<file path="src/vgmct_pkg.sv">
// Shared types, codes and constants of the VGM command transcoder.
package vgmct_pkg;

  localparam logic [14:0] BANK_BYTES = 15'd16383;
  localparam logic [8:0]  MAX_BANKS  = 9'd255;

  localparam logic [31:0] START_OFFSET = 32'h0000_00C0;
  localparam logic [3:0]  SKIP_BYTES   = 4'd8;

  // input command codes
  localparam logic [7:0] CMD_REG_WR    = 8'hB3;
  localparam logic [7:0] CMD_WAIT_N    = 8'h61;
  localparam logic [7:0] CMD_WAIT_NTSC = 8'h62;
  localparam logic [7:0] CMD_WAIT_PAL  = 8'h63;
  localparam logic [7:0] CMD_END       = 8'h66;
  localparam logic [7:0] CMD_DATA_BLK  = 8'h67;

  // output command codes
  localparam logic [7:0] OUT_REG_WR  = 8'h80;
  localparam logic [7:0] OUT_WAIT    = 8'h40;
  localparam logic [7:0] OUT_BANK_SW = 8'h20;
  localparam logic [7:0] OUT_LOOP    = 8'h10;
  localparam logic [7:0] OUT_END     = 8'h08;
  localparam logic [7:0] ADDR_BIAS   = 8'h10;
  localparam logic [7:0] ONE_FRAME   = 8'h01;

  // frames = samples * rate / 44100, via reciprocal 2^32 / 44100
  localparam logic [16:0] DIV_RECIP = 17'd97391;
  localparam logic [15:0] FRAME_DIV = 16'd44100;
  localparam logic [15:0] ROUND_MIN = 16'd43659;   // 0.99 * 44100
  localparam logic [9:0]  FRAME_MAX = 10'd255;

  localparam logic [1:0] REG_TICK_RATE = 2'd0;
  localparam logic [1:0] REG_LOOP_OFS  = 2'd1;
  localparam logic [1:0] REG_SYNC      = 2'd2;

  localparam logic [7:0]  RATE_RESET = 8'd50;
  localparam logic [7:0]  SYNC_RESET = 8'd128;

  localparam int unsigned QUEUE_DEPTH = 4;
  localparam int unsigned QPTR_W      = $clog2(QUEUE_DEPTH);

  typedef enum logic [1:0] {
    FLT_NONE,
    FLT_UNKNOWN,
    FLT_INEXACT,
    FLT_RANGE
  } fault_t;

  typedef enum logic [2:0] {
    PH_CMD,
    PH_WR_ADDR,
    PH_WR_VAL,
    PH_WAIT_LO,
    PH_WAIT_HI,
    PH_SKIP,
    PH_DB_VAL
  } phase_t;

  typedef enum logic [2:0] {
    OP_CMD,
    OP_END,
    OP_BAD,
    OP_DATA,
    OP_WAIT
  } op_kind_t;

  typedef struct packed {
    op_kind_t   kind;
    logic [7:0] first;       // wait: samples low byte
    logic [7:0] second;      // wait: samples high byte
    logic       has_second;
    logic       at_loop;
  } op_t;

  typedef enum logic [2:0] {
    BK_IDLE,
    BK_ROOM,
    BK_FIRST,
    BK_SECOND,
    BK_MUL,
    BK_DIV,
    BK_REM,
    BK_FIX
  } bk_state_t;

  typedef struct packed {
    logic        byte_valid;
    logic [7:0]  emitted_byte;
    logic [7:0]  bank_number;
    logic [13:0] bank_position;
    logic        loop_seen;
    logic [14:0] loop_cpu_address;
    logic [7:0]  loop_bank;
    logic        song_done;
    fault_t      fault;
    logic        run_last;
  } res_t;

endpackage

</file>
<file path="src/vgmct_regs.sv">
// Configuration register file on the APB-style port.
module vgmct_regs (
  input  logic        clk,
  input  logic        rst,
  input  logic        psel,
  input  logic        penable,
  input  logic        pwrite,
  input  logic [3:0]  paddr,
  input  logic [31:0] pwdata,
  output logic [31:0] prdata,
  output logic        pready,
  output logic [7:0]  tick_rate,
  output logic [31:0] loop_offset,
  output logic [7:0]  sync_reg
);

  logic       wr_en;
  logic [1:0] reg_idx;

  assign pready  = 1'b1;
  assign wr_en   = psel & penable & pwrite;
  assign reg_idx = paddr[3:2];

  always_ff @(posedge clk) begin
    if (rst) begin
      tick_rate   <= vgmct_pkg::RATE_RESET;
      loop_offset <= '0;
      sync_reg    <= vgmct_pkg::SYNC_RESET;
    end else if (wr_en) begin
      unique case (reg_idx)
        vgmct_pkg::REG_TICK_RATE: tick_rate   <= pwdata[7:0];
        vgmct_pkg::REG_LOOP_OFS:  loop_offset <= pwdata;
        vgmct_pkg::REG_SYNC:      sync_reg    <= pwdata[7:0];
        default: ;
      endcase
    end
  end

  always_comb begin
    unique case (reg_idx)
      vgmct_pkg::REG_TICK_RATE: prdata = {24'd0, tick_rate};
      vgmct_pkg::REG_LOOP_OFS:  prdata = loop_offset;
      vgmct_pkg::REG_SYNC:      prdata = {24'd0, sync_reg};
      default:                  prdata = '0;
    endcase
  end

endmodule

</file>
<file path="src/vgmct_front.sv">
// Front end: parses song bytes and queues decoded operations.
module vgmct_front (
  input  logic             clk,
  input  logic             rst,
  input  logic             push,
  input  logic [7:0]       song_byte,
  output logic             full,
  input  logic [31:0]      loop_offset,
  input  logic [7:0]       sync_reg,
  output logic             op_valid,
  output vgmct_pkg::op_t   op,
  input  logic             op_pop
);

  vgmct_pkg::phase_t phase, phase_next;
  logic [3:0]  skip_count, skip_next;
  logic [3:0]  skip_dec;
  logic [7:0]  wait_lo, wait_lo_next;
  logic [31:0] stream_offset;
  logic        accept;
  logic        at_loop;
  logic        gen;
  vgmct_pkg::op_t op_new;
  logic        op_push;

  vgmct_pkg::op_t              q_mem [vgmct_pkg::QUEUE_DEPTH];
  logic [vgmct_pkg::QPTR_W-1:0] wr_ptr, rd_ptr;
  logic [vgmct_pkg::QPTR_W:0]   count;

  assign accept   = push & ~full;
  assign at_loop  = (loop_offset != 32'd0) && (stream_offset == loop_offset);
  assign skip_dec = (skip_count != 4'd0) ? skip_count - 4'd1 : 4'd0;

  always_comb begin
    phase_next   = phase;
    skip_next    = skip_count;
    wait_lo_next = wait_lo;
    if (accept) begin
      unique case (phase)
        vgmct_pkg::PH_CMD: begin
          if (song_byte == vgmct_pkg::CMD_REG_WR) begin
            phase_next = vgmct_pkg::PH_WR_ADDR;
          end else if (song_byte == vgmct_pkg::CMD_WAIT_N) begin
            phase_next = vgmct_pkg::PH_WAIT_LO;
          end else if (song_byte == vgmct_pkg::CMD_DATA_BLK) begin
            skip_next  = vgmct_pkg::SKIP_BYTES;
            phase_next = vgmct_pkg::PH_SKIP;
          end
        end
        vgmct_pkg::PH_WR_ADDR: phase_next = vgmct_pkg::PH_WR_VAL;
        vgmct_pkg::PH_WR_VAL:  phase_next = vgmct_pkg::PH_CMD;
        vgmct_pkg::PH_WAIT_LO: begin
          wait_lo_next = song_byte;
          phase_next   = vgmct_pkg::PH_WAIT_HI;
        end
        vgmct_pkg::PH_WAIT_HI: phase_next = vgmct_pkg::PH_CMD;
        vgmct_pkg::PH_SKIP: begin
          skip_next = skip_dec;
          if (skip_dec == 4'd0) begin
            phase_next = vgmct_pkg::PH_DB_VAL;
          end
        end
        vgmct_pkg::PH_DB_VAL:  phase_next = vgmct_pkg::PH_CMD;
        default:               phase_next = vgmct_pkg::PH_CMD;
      endcase
    end
  end

  always_comb begin
    gen               = 1'b0;
    op_new.kind       = vgmct_pkg::OP_DATA;
    op_new.first      = song_byte;
    op_new.second     = '0;
    op_new.has_second = 1'b0;
    op_new.at_loop    = 1'b0;
    unique case (phase)
      vgmct_pkg::PH_CMD: begin
        gen            = 1'b1;
        op_new.at_loop = at_loop;
        op_new.kind    = vgmct_pkg::OP_CMD;
        unique case (song_byte)
          vgmct_pkg::CMD_REG_WR: op_new.first = vgmct_pkg::OUT_REG_WR;
          vgmct_pkg::CMD_WAIT_N: op_new.first = vgmct_pkg::OUT_WAIT;
          vgmct_pkg::CMD_WAIT_NTSC, vgmct_pkg::CMD_WAIT_PAL: begin
            op_new.first      = vgmct_pkg::OUT_WAIT;
            op_new.second     = vgmct_pkg::ONE_FRAME;
            op_new.has_second = 1'b1;
          end
          vgmct_pkg::CMD_DATA_BLK: begin
            op_new.first      = vgmct_pkg::OUT_REG_WR;
            op_new.second     = sync_reg;
            op_new.has_second = 1'b1;
          end
          vgmct_pkg::CMD_END: begin
            op_new.kind  = vgmct_pkg::OP_END;
            op_new.first = (loop_offset != 32'd0) ? vgmct_pkg::OUT_LOOP
                                                  : vgmct_pkg::OUT_END;
          end
          default: op_new.kind = vgmct_pkg::OP_BAD;
        endcase
      end
      vgmct_pkg::PH_WR_ADDR: begin
        gen          = 1'b1;
        op_new.first = song_byte + vgmct_pkg::ADDR_BIAS;
      end
      vgmct_pkg::PH_WR_VAL, vgmct_pkg::PH_DB_VAL: gen = 1'b1;
      vgmct_pkg::PH_WAIT_HI: begin
        gen           = 1'b1;
        op_new.kind   = vgmct_pkg::OP_WAIT;
        op_new.first  = wait_lo;
        op_new.second = song_byte;
      end
      default: gen = 1'b0;
    endcase
  end

  assign op_push  = accept & gen;
  assign full     = (count == (vgmct_pkg::QPTR_W+1)'(vgmct_pkg::QUEUE_DEPTH));
  assign op_valid = (count != '0);
  assign op       = q_mem[rd_ptr];

  always_ff @(posedge clk) begin
    if (rst) begin
      phase         <= vgmct_pkg::PH_CMD;
      skip_count    <= '0;
      wait_lo       <= '0;
      stream_offset <= vgmct_pkg::START_OFFSET;
      wr_ptr        <= '0;
      rd_ptr        <= '0;
      count         <= '0;
    end else begin
      phase      <= phase_next;
      skip_count <= skip_next;
      wait_lo    <= wait_lo_next;
      if (accept) begin
        stream_offset <= stream_offset + 32'd1;
      end
      if (op_push) begin
        wr_ptr <= wr_ptr + 1'b1;
      end
      if (op_pop) begin
        rd_ptr <= rd_ptr + 1'b1;
      end
      count <= count + (vgmct_pkg::QPTR_W+1)'(op_push) - (vgmct_pkg::QPTR_W+1)'(op_pop);
    end
  end

  always_ff @(posedge clk) begin
    if (op_push) begin
      q_mem[wr_ptr] <= op_new;
    end
  end

endmodule

</file>
<file path="src/vgmct_back.sv">
// Back end: bank tracking, frame-count arithmetic and the result queue.
module vgmct_back (
  input  logic             clk,
  input  logic             rst,
  input  logic [7:0]       tick_rate,
  input  logic             op_valid,
  input  vgmct_pkg::op_t   op,
  output logic             op_pop,
  output logic             res_empty,
  input  logic             res_pop,
  output vgmct_pkg::res_t  res
);

  vgmct_pkg::bk_state_t state, state_next;
  vgmct_pkg::op_t       cur;
  logic        halted;
  logic [7:0]  bank;
  logic [13:0] pos;

  logic [23:0] num;
  logic [8:0]  q_est;
  logic [16:0] rem;
  logic [40:0] recip_prod;
  logic [24:0] back_prod;

  logic        room_needed;
  logic        bank_out;
  logic        out_ok;
  logic        rem_hi;
  logic [9:0]  q_fix;
  logic [15:0] r_fix;
  logic        exact;
  logic        round_up;
  logic [9:0]  q_final;

  logic            emit;
  vgmct_pkg::res_t res_new;
  logic            halt_set;
  logic            bank_inc;

  vgmct_pkg::res_t              r_mem [vgmct_pkg::QUEUE_DEPTH];
  logic [vgmct_pkg::QPTR_W-1:0] wr_ptr, rd_ptr;
  logic [vgmct_pkg::QPTR_W:0]   count;
  logic                         do_pop;

  function automatic vgmct_pkg::res_t make_res(
    input logic             valid,
    input logic [7:0]       b,
    input logic             lp,
    input logic             done,
    input vgmct_pkg::fault_t flt,
    input logic             last,
    input logic [7:0]       bk,
    input logic [13:0]      ps
  );
    vgmct_pkg::res_t r;
    r.byte_valid       = valid;
    r.emitted_byte     = valid ? b : 8'd0;
    r.bank_number      = bk;
    r.bank_position    = ps;
    r.loop_seen        = lp;
    r.loop_cpu_address = lp ? {1'b1, ps} : 15'd0;
    r.loop_bank        = lp ? bk + 8'd1 : 8'd0;
    r.song_done        = done;
    r.fault            = flt;
    r.run_last         = last;
    return r;
  endfunction

  assign out_ok      = (count != (vgmct_pkg::QPTR_W+1)'(vgmct_pkg::QUEUE_DEPTH));
  assign room_needed = ({1'b0, pos} + 15'd4) > vgmct_pkg::BANK_BYTES;
  assign bank_out    = ({1'b0, bank} + 9'd1) >= vgmct_pkg::MAX_BANKS;

  assign recip_prod = 41'(num) * 41'(vgmct_pkg::DIV_RECIP);
  assign back_prod  = 25'(q_est) * 25'(vgmct_pkg::FRAME_DIV);

  // reciprocal estimate is at most one low
  assign rem_hi   = rem >= {1'b0, vgmct_pkg::FRAME_DIV};
  assign q_fix    = rem_hi ? {1'b0, q_est} + 10'd1 : {1'b0, q_est};
  assign r_fix    = rem_hi ? 16'(rem - {1'b0, vgmct_pkg::FRAME_DIV}) : rem[15:0];
  assign exact    = (r_fix == 16'd0);
  assign round_up = (r_fix >= vgmct_pkg::ROUND_MIN);
  assign q_final  = (!exact && round_up) ? q_fix + 10'd1 : q_fix;

  always_comb begin
    state_next = state;
    unique case (state)
      vgmct_pkg::BK_IDLE: begin
        if (op_valid && !halted) begin
          unique case (op.kind)
            vgmct_pkg::OP_CMD:  state_next = vgmct_pkg::BK_ROOM;
            vgmct_pkg::OP_WAIT: state_next = vgmct_pkg::BK_MUL;
            default:            state_next = vgmct_pkg::BK_FIRST;
          endcase
        end
      end
      vgmct_pkg::BK_ROOM: begin
        if (!room_needed) begin
          state_next = vgmct_pkg::BK_FIRST;
        end else if (out_ok) begin
          state_next = bank_out ? vgmct_pkg::BK_IDLE : vgmct_pkg::BK_FIRST;
        end
      end
      vgmct_pkg::BK_FIRST: begin
        if (out_ok) begin
          state_next = (cur.kind == vgmct_pkg::OP_CMD && cur.has_second) ?
                       vgmct_pkg::BK_SECOND : vgmct_pkg::BK_IDLE;
        end
      end
      vgmct_pkg::BK_SECOND: if (out_ok) state_next = vgmct_pkg::BK_IDLE;
      vgmct_pkg::BK_MUL:    state_next = vgmct_pkg::BK_DIV;
      vgmct_pkg::BK_DIV:    state_next = vgmct_pkg::BK_REM;
      vgmct_pkg::BK_REM:    state_next = vgmct_pkg::BK_FIX;
      vgmct_pkg::BK_FIX:    if (out_ok) state_next = vgmct_pkg::BK_IDLE;
      default:              state_next = vgmct_pkg::BK_IDLE;
    endcase
  end

  always_comb begin
    emit     = 1'b0;
    op_pop   = 1'b0;
    halt_set = 1'b0;
    bank_inc = 1'b0;
    res_new  = make_res(1'b0, 8'd0, 1'b0, 1'b0, vgmct_pkg::FLT_NONE, 1'b1, bank, pos);
    unique case (state)
      vgmct_pkg::BK_IDLE: op_pop = op_valid;
      vgmct_pkg::BK_ROOM: begin
        if (room_needed && out_ok) begin
          emit = 1'b1;
          if (bank_out) begin
            halt_set = 1'b1;
            res_new  = make_res(1'b0, 8'd0, 1'b0, 1'b0, vgmct_pkg::FLT_RANGE, 1'b1,
                                bank, pos);
          end else begin
            bank_inc = 1'b1;
            res_new  = make_res(1'b1, vgmct_pkg::OUT_BANK_SW, 1'b0, 1'b0,
                                vgmct_pkg::FLT_NONE, 1'b0, bank, pos);
          end
        end
      end
      vgmct_pkg::BK_FIRST: begin
        if (out_ok) begin
          emit = 1'b1;
          unique case (cur.kind)
            vgmct_pkg::OP_CMD: res_new = make_res(1'b1, cur.first, cur.at_loop, 1'b0,
                                 vgmct_pkg::FLT_NONE, !cur.has_second, bank, pos);
            vgmct_pkg::OP_END: begin
              halt_set = 1'b1;
              res_new  = make_res(1'b1, cur.first, cur.at_loop, 1'b1,
                                  vgmct_pkg::FLT_NONE, 1'b1, bank, pos);
            end
            vgmct_pkg::OP_BAD: begin
              halt_set = 1'b1;
              res_new  = make_res(1'b0, 8'd0, 1'b0, 1'b0, vgmct_pkg::FLT_UNKNOWN, 1'b1,
                                  bank, pos);
            end
            vgmct_pkg::OP_DATA: res_new = make_res(1'b1, cur.first, 1'b0, 1'b0,
                                  vgmct_pkg::FLT_NONE, 1'b1, bank, pos);
            default: emit = 1'b0;
          endcase
        end
      end
      vgmct_pkg::BK_SECOND: begin
        if (out_ok) begin
          emit    = 1'b1;
          res_new = make_res(1'b1, cur.second, 1'b0, 1'b0, vgmct_pkg::FLT_NONE, 1'b1,
                             bank, pos);
        end
      end
      vgmct_pkg::BK_FIX: begin
        if (out_ok) begin
          emit = 1'b1;
          if (!exact && !round_up) begin
            halt_set = 1'b1;
            res_new  = make_res(1'b0, 8'd0, 1'b0, 1'b0, vgmct_pkg::FLT_INEXACT, 1'b1,
                                bank, pos);
          end else if (q_final > vgmct_pkg::FRAME_MAX) begin
            halt_set = 1'b1;
            res_new  = make_res(1'b0, 8'd0, 1'b0, 1'b0, vgmct_pkg::FLT_RANGE, 1'b1,
                                bank, pos);
          end else begin
            res_new  = make_res(1'b1, q_final[7:0], 1'b0, 1'b0, vgmct_pkg::FLT_NONE,
                                1'b1, bank, pos);
          end
        end
      end
      default: emit = 1'b0;
    endcase
  end

  assign do_pop    = res_pop & ~res_empty;
  assign res_empty = (count == '0);
  assign res       = r_mem[rd_ptr];

  always_ff @(posedge clk) begin
    if (rst) begin
      state  <= vgmct_pkg::BK_IDLE;
      halted <= 1'b0;
      bank   <= '0;
      pos    <= '0;
      wr_ptr <= '0;
      rd_ptr <= '0;
      count  <= '0;
    end else begin
      state <= state_next;
      if (halt_set) begin
        halted <= 1'b1;
      end
      if (bank_inc) begin
        bank <= bank + 8'd1;
        pos  <= '0;
      end else if (emit && res_new.byte_valid) begin
        pos <= pos + 14'd1;
      end
      if (emit) begin
        wr_ptr <= wr_ptr + 1'b1;
      end
      if (do_pop) begin
        rd_ptr <= rd_ptr + 1'b1;
      end
      count <= count + (vgmct_pkg::QPTR_W+1)'(emit) - (vgmct_pkg::QPTR_W+1)'(do_pop);
    end
  end

  always_ff @(posedge clk) begin
    if (op_pop) begin
      cur <= op;
    end
    if (state == vgmct_pkg::BK_MUL) begin
      num <= {cur.second, cur.first} * 24'(tick_rate);
    end
    if (state == vgmct_pkg::BK_DIV) begin
      q_est <= recip_prod[40:32];
    end
    if (state == vgmct_pkg::BK_REM) begin
      rem <= 17'({1'b0, num} - back_prod);
    end
    if (emit) begin
      r_mem[wr_ptr] <= res_new;
    end
  end

endmodule

</file>
<file path="src/vgm_command_transcoder.sv">
// Top level of the VGM command transcoder.
// Song bytes (first byte at file offset 0xC0) go in through push/full and come
// out as a banked engine command stream through empty/pop, one item per output
// byte or fault, with run_last marking the last item of each song byte. A byte
// is taken whenever the four-entry operation queue has room; the executor
// behind it picks up an operation, checks the bank room for a command, then
// emits its items in turn, and handles a sample wait's high byte in the steps
// pick-up, multiply, reciprocal multiply, remainder, then correct and emit. A
// register write has 3 song bytes, and an NTSC/PAL wait a single one. After
// the song end or any fault, later bytes are still taken but give no items
// until reset.
module vgm_command_transcoder (
  input  logic        clk,
  input  logic        rst,
  input  logic        psel,
  input  logic        penable,
  input  logic        pwrite,
  input  logic [3:0]  paddr,
  input  logic [31:0] pwdata,
  output logic [31:0] prdata,
  output logic        pready,
  input  logic        push,
  input  logic [7:0]  song_byte,
  output logic        full,
  output logic        empty,
  input  logic        pop,
  output logic        byte_valid,
  output logic [7:0]  emitted_byte,
  output logic [7:0]  bank_number,
  output logic [13:0] bank_position,
  output logic        loop_seen,
  output logic [14:0] loop_cpu_address,
  output logic [7:0]  loop_bank,
  output logic        song_done,
  output logic [1:0]  fault,
  output logic        run_last
);

  logic [7:0]      tick_rate;
  logic [31:0]     loop_offset;
  logic [7:0]      sync_reg;
  logic            op_valid;
  logic            op_pop;
  vgmct_pkg::op_t  op;
  vgmct_pkg::res_t res;

  vgmct_regs u_regs (
    .clk         (clk),
    .rst         (rst),
    .psel        (psel),
    .penable     (penable),
    .pwrite      (pwrite),
    .paddr       (paddr),
    .pwdata      (pwdata),
    .prdata      (prdata),
    .pready      (pready),
    .tick_rate   (tick_rate),
    .loop_offset (loop_offset),
    .sync_reg    (sync_reg)
  );

  vgmct_front u_front (
    .clk         (clk),
    .rst         (rst),
    .push        (push),
    .song_byte   (song_byte),
    .full        (full),
    .loop_offset (loop_offset),
    .sync_reg    (sync_reg),
    .op_valid    (op_valid),
    .op          (op),
    .op_pop      (op_pop)
  );

  vgmct_back u_back (
    .clk         (clk),
    .rst         (rst),
    .tick_rate   (tick_rate),
    .op_valid    (op_valid),
    .op          (op),
    .op_pop      (op_pop),
    .res_empty   (empty),
    .res_pop     (pop),
    .res         (res)
  );

  assign byte_valid       = res.byte_valid;
  assign emitted_byte     = res.emitted_byte;
  assign bank_number      = res.bank_number;
  assign bank_position    = res.bank_position;
  assign loop_seen        = res.loop_seen;
  assign loop_cpu_address = res.loop_cpu_address;
  assign loop_bank        = res.loop_bank;
  assign song_done        = res.song_done;
  assign fault            = res.fault;
  assign run_last         = res.run_last;

endmodule

</file>
<file path="config.mk">
export PLATFORM = sky130hd
export DESIGN_NAME = vgm_command_transcoder
export DESIGN_NICKNAME = d
export VERILOG_FILES = /design/src/vgmct_pkg.sv /design/src/vgmct_regs.sv /design/src/vgmct_front.sv /design/src/vgmct_back.sv /design/src/vgm_command_transcoder.sv
export SDC_FILE = /design/constraint.sdc
export NUM_CORES = 2
export LEC_CHECK = 0
export BUFFER_PORTS_ARGS = -buffer_cell sky130_fd_sc_hd__buf_2
export CORE_UTILIZATION = 63
export CTS_CLUSTER_DIAMETER = 150
export CTS_CLUSTER_SIZE = 24
export DETAILED_ROUTE_END_ITERATION = 6
export HOLD_SLACK_MARGIN = 0.08
export PLACE_DENSITY = 0.81
export SKIP_LAST_GASP = 1
export SLEW_MARGIN = 20
export SYNTH_ARGS = -nofsm -noshare
export SYNTH_HDL_FRONTEND = slang
export SYNTH_SLANG_ARGS = --single-unit
</file>
<file path="constraint.sdc">
create_clock -name clk -period 7.6 [get_ports clk]
set_input_delay 0.38 -clock clk [delete_from_list [all_inputs] [get_ports clk]]
set_output_delay 0.38 -clock clk [all_outputs]
set_load 0.05 [all_outputs]
</file>
==> summary.md <==
| Metric | Value |
|---|---|
| Status | complete, but fails checks |
| Failing checks | design-rule violations |
| CTS tree | done |
| GR Util All Layers | between 20% and 30% |
| Num rows | 86 |
| Fin cells | between 3000 and 4000 |
| Wirelength per Cell | 20.0 um |
| TritonCTS buffer count | 25 |
| Worst path top cell family by delay | adder cells |
| Worst skew pair latency | roughly 0.59 ns |
| Hold Vio Cnt, Final | 0 |
| Post-synth EDFFs | 387 |
| Startpoint class of the critical path | register |
| I/O pin count | 145 |
| Setup Skew | 0.0296 ns |
| Clock Tree Buf Depth | 3 |
| Fmax achieved | between 0.1 and 0.15 GHz |
| Total Routed Length | between 70 and 80 mm |
| Crit path kind | register to register |
| First-pass GRT wire length | around 130 mm |
| Largest register FFs | approximately 230 |
| DIE WIDTH | between 200 and 250 um |
| Final slew viol count | 0 |
| H-tree depth | 1 |
| Main synth FF type | edfxtp_1 |
| Area grow syn2layout | 7.27% |
| Share of layout cells above drive strength 1 | 10.8% |
| Req. time, crit path | 7.95 ns |
| Crit-path cells | buf_4 -> fa_1 -> fa_1 -> fa_1 -> fa_1 -> fa_1 -> fa_1 -> ha_1 -> a21o_1 -> a21oi_1 -> o21ai_0 -> a221oi_1 -> o21ai_0 -> a41oi_1 -> nor2_1 -> a2111oi_0 -> buf_4 -> o21ai_0 -> xnor2_1 |
| Clk pin slew, worst setup/hold paths | 0.10 ns |
| Starting Density | roughly 64% |
| Vias in the first global route | around 25000 |
| Number of setup violations in the final report | 0 |
| Slew @ Worst Pin | 1.12 ns |
| Die area | 57600 um2 |
| Critical R2R Launch | u_back.num[10]$_DFFE_PN_ |
| Syn_nets | roughly 3700 |
| Tightest Hold Check Type | input pin to register |
| # nets final | 3791 |
| Syn_area_per_cell | between 10 and 15 um2 |
| Period utilization | about 95% |
| Register bit count reported by yosys | 526 |
| Largest regs | u_back.r_mem: 232 flops, u_front.q_mem: 84 flops |
| Register area share after synthesis | approximately 40% |
| Worst Path Arrival | around 7.6 ns |
| Gpl congestion | between 0.9 and 1 |
| Initial drt markers | 2165 |
| GRT Residual Overflow | 0 |
| CP bufs+invs | 2 |
| Dpl cells | ~3800 |
| Hold path start | song_byte[6] |
| Via Count | approximately 24000 |
| Post-route ant nets | 0 |
| Maxcap violations | 0 |
| Fin crit period | between 7 and 8 ns |
| Quantity of I/O buffers inserted on ports | 141 |
| Slowest Stage Delay on Critical Path | ~0.6 ns |
| CP most frequent cell | fa_1 |
| CP max FO | 6 |
| Biggest register | u_back.r_mem |
| Max-Slew Margin vs Limit | between 20% and 30% |
| Root Driver | clkbuf_16 |
| Asr flop ratio synth | 0% |
| CP max-delay cell | edfxtp_1 |
| DRC errors left | 1 |
| Largest net degree at the start of global routing | between 100 and 150 |
| Synthesized area | 35700 um2 |
| CP startpoint | u_back.num[10]$_DFFE_PN_ |
| Yosys warning total | 0 |
| Core Region | between 50000 and 60000 um2 |
| Initial antenna violation count | 0 |
| Crit end category | register |
| CTS resizes | 0 |
| DIE HEIGHT | 240 um |
| Vias per cell | around 6 |
| Pre-antenna DRT Iters | 7 |
| Unique masters post-synth | 87 |
| Synth Instances | 3023 |
| Clk sinks | roughly 530 |
| Detailed Place HPWL | about 58 mm |
==> tightest hold or removal path, stage by stage <==
cell and delay (ns):
buf_2 0.15, mux2i_1 0.09, nor2_1 0.08
==> metal layers <==
metal,GRT usage (%),part of all wire [%],vias up
met2,48.4,51,903
met3,3.02,6.3,135
met5,0,0,-
met4,6.06,2.1,0
met1,38.3,41,11900
li1,-,-,10700
==> cell families after synthesis <==
| logic type | share of synthesized area (%) |
|---|---|
| DFF | 40.4 |
| xor gates and xnor gates | 3.71 |
| buffers and inverters | 5.22 |
| AOI/OAI and AO/OA | 6.38 |
| and+or+nand+nor | 11.2 |
| other | 0.0105 |
| muxes | 6.37 |
| adders and majority gates | 26.8 |
==> placed cells by master (no fill, tap or decap), drive strengths merged, types with 96 or more instances in the layout <==
master / n
edfxtp: 387
inv: 372
fa: 303
ha: 278
nand2: 251
buf: 188
nor2: 182
dfxtp: 139
a21oi: 116
and2: 104
xnor2: 96
==> per-stage QoR <==
| stage | setup WS [ns] | TNS [ns] | instance area (um2) | utilization, % | hold WS, ns |
|---|---|---|---|---|---|
| 2_1_floorplan | 1.09 | 0 | 35700 | - | 0.450 |
| 3_3_place_gp | 0.543 | 0 | 37100 | 66.9 | 0.461 |
| 3_5_place_dp | 0.422 | 0 | 37100 | 66.9 | 0.489 |
| 4_1_cts | 0.402 | 0 | 38200 | 68.7 | 0.136 |
| 5_1_grt | -0.00633 | -0.00633 | 38300 | 68.9 | 0.153 |
| 6_report | 0.383 | 0 | 38300 | 68.9 | 0.162 |
==> path summary, 6_finish.rpt <==
check                                       endpoint  cells after the start  slack, ns
setup / recovery           u_back.q_est[8]$_DFFE_PP_                     19       0.38
hold / removal       u_front.wait_lo[6]$_SDFFE_PP0P_                      3       0.16
setup reg to reg           u_back.q_est[8]$_DFFE_PP_                     19       0.38
hold reg to reg   u_regs.loop_offset[0]$_SDFFE_PP0P_                      2       0.50
==> area by class of cell <==
cell class              count  area, um2
multi-input cells        2016      19400
clock buffers              43        693
diodes                      1       2.50
repair buffers            220       1390
fillers                  3921      17300
well taps                 748        936
clock inverters             2       12.5
inverters                 370       1390
flip-flops and latches    526      14400
==> cells in the mapped netlist (26+ instances only) <==
cell        n  share of area [%]
a21oi_1   108                1.5
and2_1    104                1.8
and3_1     37               0.65
clkbuf_1   83               0.87
dfxtp_1   139                7.8
edfxtp_1  387                 33
fa_1      303                 17
ha_1      278                9.8
inv_1     370                3.9
mux2i_1    48                1.3
mux4_2     79                5.0
nand2_1   251                2.6
nand3_1    47               0.66
nand4_1    26               0.46
nor2_1    180                1.9
nor3_1     41               0.58
o21ai_0    69               0.97
or3_1      31               0.54
xnor2_1    96                2.4
xor2_1     55                1.4
==> timing repair <==
| item | in CTS | in global routing |
|---|---|---|
| setup buffers | 0 | 8 |
| hold endpoints to repair | 39 | 0 |
| hold buffers | 32 | 0 |
| setup endpoints to repair | 0 | 1 |
Power is left out: the tool's default activity adds up to more than one toggle a clock period on the data nets, which glitch-free logic cannot reach.
